===== src/pru_pkg.sv =====
// Shared types, codes and constants of the pixel replicating upscaler.
`timescale 1ns / 1ps

package pru_pkg;

	// Default line store depth in pixels
	localparam int MAX_ROW_PIXELS_DEF = 1024;

	// Largest replication factor honored
	localparam logic [6:0] FACTOR_LIMIT = 7'd100;

	// Configuration port widths and register indexes
	localparam int CFG_INDEX_W = 2;
	localparam int CFG_DATA_W  = 11;
	localparam int SCALE_W     = 7;
	localparam int ROW_WIDTH_W = 11;

	localparam logic [CFG_INDEX_W-1:0] CFG_SCALE_FACTOR = 2'd0;
	localparam logic [CFG_INDEX_W-1:0] CFG_ROW_WIDTH    = 2'd1;

	// Input word kinds
	localparam logic KIND_PIXEL = 1'b0;
	localparam logic KIND_TICK  = 1'b1;

	// Result status codes
	typedef enum logic [1:0] {
		STATUS_PIXEL = 2'd0,
		STATUS_PAD   = 2'd1,
		STATUS_DROP  = 2'd2
	} status_t;

	typedef struct packed {
		logic       kind;
		logic [7:0] blue;
		logic [7:0] green;
		logic [7:0] red;
	} in_word_t;

	typedef struct packed {
		status_t    status;
		logic [7:0] out_blue;
		logic [7:0] out_green;
		logic [7:0] out_red;
		logic       row_end;
		logic       block_end;
	} out_word_t;

	// Queue between front and back
	localparam int FIFO_DEPTH = 4;
	localparam int FIFO_PTR_W = $clog2(FIFO_DEPTH);
	localparam int FIFO_CNT_W = $clog2(FIFO_DEPTH + 1);

	typedef logic [FIFO_CNT_W-1:0] fifo_cnt_t;

	typedef struct packed {
		logic      valid;
		out_word_t word;
	} fifo_push_t;

	typedef struct packed {
		logic      not_empty;
		out_word_t word;
	} fifo_rd_t;

endpackage


===== src/pru_out.sv =====
// Output stage: holds one result word for the receiver.
`timescale 1ns / 1ps

module pru_out (
	input  logic               clk,
	input  logic               arst_n,
	input  pru_pkg::fifo_rd_t  rd,
	output logic               pop,
	output logic               result_valid,
	input  logic               result_ready,
	output pru_pkg::out_word_t result
);

	logic               valid_q;
	pru_pkg::out_word_t word_q;

	// Refill when empty or when the held word leaves
	assign pop          = rd.not_empty && (!valid_q || result_ready);
	assign result_valid = valid_q;
	assign result       = word_q;

	always_ff @(posedge clk or negedge arst_n) begin
		if (!arst_n)
			valid_q <= 1'b0;
		else if (pop)
			valid_q <= 1'b1;
		else if (result_ready)
			valid_q <= 1'b0;
	end

	always_ff @(posedge clk) begin
		if (pop)
			word_q <= rd.word;
	end

endmodule


===== config.mk =====
export PLATFORM = sky130hd
export DESIGN_NAME = pru_out
export DESIGN_NICKNAME = d
export VERILOG_FILES = /design/src/pru_pkg.sv /design/src/pru_out.sv
export SDC_FILE = /design/constraint.sdc
export NUM_CORES = 1
export LEC_CHECK = 0
export BUFFER_PORTS_ARGS = -buffer_cell sky130_fd_sc_hd__buf_4
export CAP_MARGIN = 20
export CORE_MARGIN = 10
export CORE_UTILIZATION = 39
export CTS_BUF_LIST = sky130_fd_sc_hd__clkbuf_4 sky130_fd_sc_hd__clkbuf_8 sky130_fd_sc_hd__clkbuf_16
export CTS_CLUSTER_DIAMETER = 40
export DETAILED_ROUTE_END_ITERATION = 7
export GPL_ROUTABILITY_DRIVEN = 1
export PLACE_DENSITY_LB_ADDON = 0.3
export SYNTH_ARGS = -nofsm -noshare
export SYNTH_HDL_FRONTEND = slang
export SYNTH_SLANG_ARGS = --single-unit

===== constraint.sdc =====
create_clock -name clk -period 4.9 [get_ports clk]
set_input_delay 1.225 -clock clk [delete_from_list [all_inputs] [get_ports clk]]
set_output_delay 1.225 -clock clk [all_outputs]
set_load 0.05 [all_outputs]

# Word level (Yosys, flattened, before mapping)
# Index checks and enable logic that the tools add are counted.
[totals]
regBits = 29
romBits = 0
mem_count = 0
output_inout_bits = 30
ram_bits = 0
latch_bits = 0
[classes]
n_reduce_logical = 4
n_mux = 2
multipliers = 0
shifts = 0
n_addsub = 0
magnitude_cmp = 0
n_bitwise = 0
div_mod_pow = 0
eq_ne = 0
[ops]
columns = ["operator", "count"]
rows = [
  ["1-bit two-way mux", 2],
  ["2-bit nonzero test", 1],
  ["1-bit logical AND", 1],
  ["1-bit zero test", 1],
  ["1-bit logical OR", 1],
]

# Logic depth before layout (Yosys ltp)
[depth]
depth_word = 4
mapped_depth = 2
ltp_nobuf = 2

# Worst setup path after synthesis
# No wires, ideal clock.
[synth_timing]
path_type = "input to output"
start = "input result_ready"
end = "output pop"
path_stages = 2
n_path_buf = 0
required_time_ns = 3.675
arrival_time_ns = 2.378
path_slack_ns = 1.297
path_cell_list = "nand2b_1 and2_1"
[synth_via]
elab_chain_cells = 2
[synth_rtl]
columns = ["item", "line", "source"]
rows = [
  ["start, declared", "pru_out.sv:10", "input logic result_ready,"],
  ["1-bit logical OR", "pru_out.sv:18", "assign pop = rd.not_empty && (!valid_q || result_ready);"],
  ["1-bit logical AND", "pru_out.sv:18", ""],
  ["end, declared", "pru_out.sv:8", "output logic pop,"],
]
# Every way passes these cells.

# Worst setup path in the final report
# Same ends and word-level chain as after synthesis.

==> summary.md <==
| Metric | Value |
|---|---|
| Final period utilization | `68.3%` |
| Core area | `about 2200 sq um` |
| CP required | `3.67 ns` |
| Fillers | `165` |
| Drt wl/cell | `between 15 and 20 microns` |
| Setup_tns | `0 ns` |
| Clock tree buffer depth | `2` |
| Most frequent cells in the layout | `buf_4 (62), edfxtp_1 (28), clkbuf_4 (5)` |
| Post-CTS sizing | `0` |
| Routability congestion estimate from global placement | `roughly 0.63` |
| Reg-to-reg startpoint | `result_valid` |
| DR pass1 iterations | `4` |
| Buffers added on ports | `61` |
| DRT iter0 DRCs | `18` |
| Ports | `just over 60` |
| Type of origin of the critical path | `input pin` |
| Critical Path AT | `between 2 and 2.5 ns` |
| Fin. Hold Viols | `0` |
| Peak VDD IR | `275 uV` |
| Min-delay src | `result_valid` |
| Beginning of the critical path | `result_ready` |
| Area delta synth->final | `62.2%` |
| Synth warn | `0` |
| Post-CTS setup buffers | `0` |
| DRC viols | `0` |
| Drt total wl | `approximately 2.1 mm` |
| Post-DP Area | `approximately 1400 sq um` |
| Mapped Cells | `32` |
| Antenna violations before repair | `0` |
| Clock Pin Slew Worst Setup and Hold Paths | `roughly 0.080 ns` |
| P_leak | `around 0.0006 uW` |
| Die width | `~68 microns` |
| Max_slew headroom | `between 70% and 80%` |
| Largest net degree at the start of global routing | `30` |
| FF-to-FF path depth | `3` |
| Most common cell after layout, fill and taps aside | `buf_4` |
| Hold Crit Depth | `2` |
| Synth cell types | `4` |
| Vias in the first global route | `629` |
| Antenna cells | `0` |
| Hold Crit Class | `reg -> reg` |
| Crit path time final | `roughly 3.3 ns` |
| CTS tree | `done` |
| Overall routing resource usage | `approximately 9.7%` |
| Fin Clk Skew | `0.00642 ns` |
| Synthesized cell area | `slightly below 900 sq um` |
| Total of max-cap violations | `0` |
| Seq/Total Area, Yosys | `between 90% and 100%` |
| Clk Tree Root Cell | `clkbuf_4` |
| Rows | `17` |
| CTS sink count | `29` |
| Sequential cell area | `just under 900 sq um` |
| Hold Buf Count CTS | `0` |
| Seq cells post-synth | `29` |
| RSZ-0062 raised after global routing | `no` |
| CP Capture Type | `primary output` |
| Footprint of the multi-input gates | `between 15 and 20 sq um` |
| Net count, final | `around 130` |
| Final Util | `65.5%` |
| Status | `finished clean` |
| Slew of the pin with the lowest slew margin | `0.340 ns` |
| Max-slew violations | `0` |
| Mapped Nets | `64` |
| Vias | `546` |
| H-tree depth | `2` |
| Final setup viols | `0` |
| Fmax | `roughly 300 MHz` |
| Crit Path Max Fanout | `29` |
| Full die area | `between 4000 and 5000 sq um` |
| Post-route cell area | `between 1000 and 1500 sq um` |
| Die height | `approximately 68 microns` |
| Grt total ovfl | `0` |
| Setup Crit Path Kind | `in -> out` |
| Starting density of the core | `40.4%` |
| First-pass GRT wire length | `~3.1 mm` |
| Pwr/cell area | `between 300 and 400 nW/um^2` |
| Total CTS buffers | `5` |
| Syn Area/Cell | `roughly 28 sq um` |
| Routed vias/inst | `4.20` |
| Share of cells above drive strength 1 | `about two thirds` |
| Post-DRT Antenna Nets | `0` |
| Clk_lat worst skew | `roughly 0.3 ns` |
-- power breakdown --
part / switching [uW] / internal, uW
combinational: 62.3 / 33.2
clock: 71.4 / 51.7
sequential: 3.29 / 288
-- through the flow --
stage	power, uW	setup slack (ns)	instances	hold slack, ns
finish	510	1.55	130	0.531
CTS	519	1.53	130	0.540
global route	538	1.48	130	0.578
detailed placement	394	1.53	122	0.521
global placement	392	1.57	122	0.490
floorplan	352	1.30	32	0.790
-- critical path, stage by stage --
cell,delay (ns)
buf_4,0.07
nand2b_1,0.10
and2_1,0.13
buf_4,0.32
buf_4,0.27
-- cells in the mapped netlist (all sizes together) --
cell type	n	area, sq um
and2	1	6.26
edfxtp	28	841
nand2b	2	12.5
dfrtp	1	25.0
-- per-layer routing --
| metal | routed length (microns) | track usage [%] |
|---|---|---|
| met4 | 12 | 3.85 |
| met2 | 1160 | 17.5 |
| met5 | 0 | 0 |
| met3 | 328 | 8.76 |
| met1 | 557 | 6.76 |
-- registers in the layout, indices dropped and copies added (netlist names) --
register and count:
result 28, result_valid 1
-- final cells by class --
type	count	share of cell area (%)
sequential	29	60.3
timing repair buffer	62	32.4
clock buffer	5	2.62
tap	28	2.44
multi-input combinational	3	1.31
clock inverter	3	0.872
-- worst paths after layout --
check                          endpoint  slack, ns
max                                 pop       1.55
min                        result_valid       0.53
max reg2reg                  result[10]       3.64
min reg2reg                result_valid       0.53
max in group asynchronous  result_valid       4.15
min in group asynchronous  result_valid       0.67
-- kinds of logic after synthesis --
family and share of synthesized area [%]:
flip-flops 97.9, AND/OR/NAND/NOR 2.12
No activity file was read; power rests on OpenSTA's default activity.
