### src/pru_pkg.sv
// Shared types, codes and constants of the pixel replicating upscaler.
`timescale 1ns / 1ps

package pru_pkg;

	// Default line store depth in pixels
	localparam int MAX_ROW_PIXELS_DEF = 1024;

	// Largest replication factor honored
	localparam logic [6:0] FACTOR_LIMIT = 7'd100;

	// Configuration port widths and register indexes
	localparam int CFG_INDEX_W = 2;
	localparam int CFG_DATA_W  = 11;
	localparam int SCALE_W     = 7;
	localparam int ROW_WIDTH_W = 11;

	localparam logic [CFG_INDEX_W-1:0] CFG_SCALE_FACTOR = 2'd0;
	localparam logic [CFG_INDEX_W-1:0] CFG_ROW_WIDTH    = 2'd1;

	// Input word kinds
	localparam logic KIND_PIXEL = 1'b0;
	localparam logic KIND_TICK  = 1'b1;

	// Result status codes
	typedef enum logic [1:0] {
		STATUS_PIXEL = 2'd0,
		STATUS_PAD   = 2'd1,
		STATUS_DROP  = 2'd2
	} status_t;

	typedef struct packed {
		logic       kind;
		logic [7:0] blue;
		logic [7:0] green;
		logic [7:0] red;
	} in_word_t;

	typedef struct packed {
		status_t    status;
		logic [7:0] out_blue;
		logic [7:0] out_green;
		logic [7:0] out_red;
		logic       row_end;
		logic       block_end;
	} out_word_t;

	// Queue between front and back
	localparam int FIFO_DEPTH = 4;
	localparam int FIFO_PTR_W = $clog2(FIFO_DEPTH);
	localparam int FIFO_CNT_W = $clog2(FIFO_DEPTH + 1);

	typedef logic [FIFO_CNT_W-1:0] fifo_cnt_t;

	typedef struct packed {
		logic      valid;
		out_word_t word;
	} fifo_push_t;

	typedef struct packed {
		logic      not_empty;
		out_word_t word;
	} fifo_rd_t;

endpackage

### src/pru_fifo.sv
// Short result queue between the front end and the output stage.
`timescale 1ns / 1ps

module pru_fifo (
	input  logic                clk,
	input  logic                arst_n,
	input  pru_pkg::fifo_push_t push,
	input  logic                pop,
	output pru_pkg::fifo_rd_t   rd,
	output pru_pkg::fifo_cnt_t  count
);

	pru_pkg::out_word_t             slot_q [pru_pkg::FIFO_DEPTH];
	logic [pru_pkg::FIFO_PTR_W-1:0] wr_ptr_q;
	logic [pru_pkg::FIFO_PTR_W-1:0] rd_ptr_q;
	pru_pkg::fifo_cnt_t             count_q;

	assign count        = count_q;
	assign rd.not_empty = (count_q != '0);
	assign rd.word      = slot_q[rd_ptr_q];

	// Store pushed words
	always_ff @(posedge clk) begin
		if (push.valid)
			slot_q[wr_ptr_q] <= push.word;
	end

	// Advance pointers and occupancy
	always_ff @(posedge clk or negedge arst_n) begin
		if (!arst_n) begin
			wr_ptr_q <= '0;
			rd_ptr_q <= '0;
			count_q  <= '0;
		end else begin
			if (push.valid)
				wr_ptr_q <= wr_ptr_q + 1'b1;
			if (pop)
				rd_ptr_q <= rd_ptr_q + 1'b1;
			if (push.valid && !pop)
				count_q <= count_q + 1'b1;
			else if (!push.valid && pop)
				count_q <= count_q - 1'b1;
		end
	end

endmodule

### config.mk
export PLATFORM = sky130hd
export DESIGN_NAME = pru_fifo
export DESIGN_NICKNAME = d
export VERILOG_FILES = /design/src/pru_pkg.sv /design/src/pru_fifo.sv
export SDC_FILE = /design/constraint.sdc
export NUM_CORES = 1
export LEC_CHECK = 0
export BUFFER_PORTS_ARGS = -buffer_cell sky130_fd_sc_hd__buf_2
export CAP_MARGIN = 40
export CORE_MARGIN = 8
export CORE_UTILIZATION = 51
export CTS_CLUSTER_SIZE = 12
export DETAILED_ROUTE_END_ITERATION = 12
export PLACE_DENSITY = 0.75
export REMOVE_ABC_BUFFERS = 1
export SYNTH_ARGS = -nofsm -noshare
export SYNTH_HDL_FRONTEND = slang
export SYNTH_SLANG_ARGS = --single-unit
### constraint.sdc
create_clock -name clk -period 1.6 [get_ports clk]
set_input_delay 0.16 -clock clk [delete_from_list [all_inputs] [get_ports clk]]
set_output_delay 0.16 -clock clk [all_outputs]
set_load 0.01 [all_outputs]
# [Word-level counts from Yosys, hierarchy flattened]
# Memory sizes are Yosys's and may differ from the RTL's.
# Cells that the tools add are included.
[word_totals] reg_bits=7 latch_bits=0 ramBits=112 rom_bits=0 in_bits=32 out_inout_bits=32 word_cells=18 n_memories=1
[op_classes] n_addsub=4 n_mul=0 div=0 magnitude_cmp=0 eq_ne=0 shifts=0 muxes=4 n_bitwise=0 n_reduce_logical=6
[memory_table] memory="slot_q" words=4 word_bits=28 read_ports=1 rd_ports_with_merged_regs=0 write_ports=1 line_no="pru_fifo.sv:13" source="pru_pkg::out_word_t slot_q [pru_pkg::FIFO_DEPTH];"
[op_table] operator="3-bit two-way mux" count=2
[op_table] operator="2-bit by 1-bit adder with 2-bit output (second input constant)" count=2
[op_table] operator="3-bit by 1-bit adder with 3-bit output (second input constant)" count=1
[op_table] operator="3-bit nonzero test" count=1
[op_table] operator="3-bit by 1-bit subtractor with 3-bit output (second input constant)" count=1
[op_table] operator="1-bit logical AND" count=2
[op_table] operator="1-bit zero test" count=2
[op_table] operator="1-bit two-way mux" count=2
[op_table] operator="2-bit nonzero test" count=1

# [Logic depth before layout (Yosys ltp)]
[logic_depth] word_depth=4 ltp_mapped=7 mapped_depth_nobuf=7

# [Worst setup path after synthesis]
# No wires, ideal clock.
[synth_timing] path_type="flip-flop to flip-flop" start="reg wr_ptr_q[0] in the netlist's numbering" end="mem slot_q[2][0] in the netlist's numbering (enable)" setup_time_ps=387 arrival_ps=1321 t_required_ps=1213 slack_ps=-108 path_stages_with_launch=4 path_buffers=0 synth_period_minus_slack_ps=1708 path_cell_list="dfrtp_1 inv_1 ha_1 and2_1"
[synth_rtl] element="start: declaration" line_no="pru_fifo.sv:14" source="logic [pru_pkg::FIFO_PTR_W-1:0] wr_ptr_q;"
[synth_rtl] element="start signal: assignment" line_no="pru_fifo.sv:36" source="wr_ptr_q <= wr_ptr_q + 1'b1;"
[synth_rtl] element="end: declaration" line_no="pru_fifo.sv:13"
# No word-level cell before the write port.

==> results.toml <==
[outcome]
status = "finished, violations left"
violations = "setup timing"

[worst_hold_path]
whs_endpoint = "slot_q[2][19]$_DFFE_PP_"
hold_class = "in2reg"
holdPathStages = 2
hp-start = "push[19]"

[yosys]
synth.cells.most_frequent = "112 x edfxtp_1, 28 x mux4_2, 7 x dfrtp_1"
synthTopCellsByArea = "edfxtp_1 76%, mux4_2 14%, dfrtp_1 4.0%"
ys_warn_count = 0
synth_edf_count = 112
ys_types = 17
synthXorXnorAreaFrac_pct = 1.19
ys_seq_area_share_pct = 79.9
synth_most_common_cell = "edfxtp_1"
synth.avg_cell_area_sq_um = 24.7
synth_compound_area_share_pct = 0.113
synth_top_family_by_area = "multiplexers"
synthMuxAreaShare_pct = 14.5
ys_async_sr_fraction_pct = 5.88
synth_fa_ha_area_share_pct = 1.86
synth_cells = 179
yosysTopAreaCell = "edfxtp_1"
yosysTopAreaCellShare_pct = 75.9
synth_area_sq_mm = 0.00443
synth_flop_cell = "edfxtp_1"
synthSimpleGateAreaFrac_pct = 0.960
synth-seq-cells = 119

[final_layout]
area_delta_synth_final_pct = 38.0
fillers = 471
final_cells = 433
final_core_util_pct = 71.5
drive_above_1_share_pct = 45.2
fin_nets = 350
insertedDiodeCount = 0

[sta]
finalCriticalPeriod_ns = 1.99
hold_viol = 0
slew_headroom_pct = 76.2
fin_crit_sh_pct = 125
skew_ns = 0.00983
rsz0062_at_grt = "yes"
worst_slack_ns = -0.395
finalMaxSlewViolations = 0
worstMarginPinSlew_ns = 0.356
setup_viol = 28
fmax_mhz = 501

[worst_setup_path]
startpoint_type = "flop"
ff2ff_setup_slack_ns = 0.16
ff2ff_path_depth = 5
worst-path-max-fanout = 7
path_buf_inv = 3
worstPathRequired_ns = 1.44
crit_family = "multiplexers"
crit_type = "reg2out"
crit_chain = "buf_12 > buf_12 > mux4_2 > buf_6"
cp-end-kind = "output port"
r2r_start = "count[0]$_DFFE_PN0P_"
cp.arrival_ns = 1.83
cpPeakStageDelay_ns = 0.53
regToRegEndpoint = "count[2]$_DFFE_PN0P_"
crit_path_frequent_cell = "buf_12"
slowest_stage = "mux4_2"

[global_routing]
grt_max_degree = 18
grt_pass1_vias = 2515
grt_pass1_wl_um = 13500
track_usage_pct = 15.8
antenna_found_initial = 0
overflow = 0

[place]
dp_cells = 361
place_hpwl_um = 5390
routabilityCongestion = 0.647
dpl_worst_slack_ns = 0.0537
io_buffers = 63

[floorplan]
ios = 64
initial_core_util_pct = 51.8
die_area_sq_mm = 0.0119
row_count = 34
core_area_sq_mm = 0.00855
die_width_um = 109
die_y_um = 109

[clock_tree]
htree_levels = 4
cts_tree = "yes"
numClockSinks = 119
clkTransAtPathRegs_ns = 0.06
cts_buffers = 17
cts_buffer_depth = 2
root_buffer = "clkbuf_8"
clk_latency_ns = 0.51

[routing]
first_iter_violations = 95
drt-total-wl_um = 8750
ant_nets = 0
firstDrtPassIters = 4
num_vias = 2258
drc = 0
routedWlPerCell_um = 20.2
vias_per_cell = 5.21

[power_and_ir_drop]
ir_worst_vdd_uv = 1170
power_density_mw_per_mm2 = 1920
p_leak_nw = 2.24

[job]
maxCapViolations = 0
-- worst max path at each step --
stage,startpoint,end,cells after the start
floorplan,rd_ptr_q[0]$_DFFE_PN0P_,rd[0],1
global placement,rd_ptr_q[0]$_DFFE_PN0P_,rd[3],3
detailed placement,rd_ptr_q[0]$_DFFE_PN0P_,rd[3],3
CTS,rd_ptr_q[0]$_DFFE_PN0P_,rd[3],4
global route,rd_ptr_q[0]$_DFFE_PN0P_,rd[3],4
finish,rd_ptr_q[0]$_DFFE_PN0P_,rd[13],4
-- metrics by stage --
stage / cell area (sq um) / hold slack (ns) / setup TNS, ns / power [mW]
6_report: 6110 / 0.395 / -9.89 / 11.8
4_1_cts: 6050 / 0.382 / -10.76 / 11.6
3_3_place_gp: 5020 / 0.00746 / 0 / 7.38
5_1_grt: 6110 / 0.394 / -11.94 / 12.3
3_5_place_dp: 5020 / 0.00681 / 0 / 7.46
2_1_floorplan: 4380 / -0.136 / -23.59 / 6.07
-- placed cells by master (no fill, tap or decap) --
cell type / synthesis / layout
clkinvlp_4: 0 / 4
o21ai_0: 1 / 1
and2_1: 4 / 4
clkbuf_8: 0 / 1
xnor2_1: 2 / 2
clkinv_1: 0 / 1
fa_1: 1 / 1
mux4_2: 28 / 28
xor2_1: 4 / 4
bufinv_16: 0 / 3
dlygate4sd3_1: 0 / 32
clkbuf_16: 0 / 16
or3_1: 1 / 1
buf_4: 1 / 17
buf_6: 3 / 18
dfrtp_1: 7 / 6
nand2_1: 2 / 2
mux2_2: 1 / 1
inv_1: 4 / 4
ha_1: 5 / 5
clkinv_2: 0 / 3
clkbuf_1: 0 / 2
edfxtp_1: 112 / 112
clkinv_4: 0 / 2
buf_12: 0 / 7
nor2_1: 1 / 1
dfrtp_2: 0 / 1
buf_2: 2 / 46
-- registers in the layout, summed over array words and instances, names as in the netlist --
name and flops:
rd_ptr_q 2, count 3, wr_ptr_q 2, slot_q 112
-- layer usage --
layer,part of all wire (%),GRT usage [%],up-vias
met3,6.3,6.26,14
met2,53,25.9,83
met4,1.3,6.46,0
met5,0,0,-
met1,40,18.2,1146
li1,-,-,1015
-- worst reg2reg max path: stages (launching register included) --
cell     delay [ns]
dfrtp_1        0.38
buf_4          0.15
fa_1           0.42
xor2_1         0.15
nor2_1         0.11
xor2_1         0.14
-- layout make-up --
| class | instances | area, sq um | area share, % |
|---|---|---|---|
| timing repair buffer | 120 | 1020 | 16.7 |
| inverter | 4 | 15.0 | 0.246 |
| clock inverter | 13 | 156 | 2.56 |
| tap | 108 | 135 | 2.21 |
| multi-input combinational | 50 | 825 | 13.5 |
| sequential | 119 | 3540 | 57.9 |
| clock buffer | 19 | 422 | 6.90 |
-- power by group --
part,leakage [nW],switching (mW),internal [mW]
combinational,0.861,1.68,2.10
clock,0.271,1.30,2.36
sequential,1.11,0.213,4.10
-- cell families (layout without fill, tap and decap cells) --
group | Yosys count | in the layout
compound gates | 1 | 1
flops | 119 | 119
buf+inv | 10 | 156
xor+xnor | 6 | 6
mux | 29 | 29
fa+ha+maj | 6 | 6
simple gates | 8 | 8
-- repair_timing --
action / CTS / global route
setup endpoints to repair: 29 / 29
hold buffers: 32 / 0
buffers inserted: 4 / 4
hold endpoints to repair: 123 / 0
resized for setup: 12 / 10
cloned: 1 / 0
(Power assumes the default switching activity.)
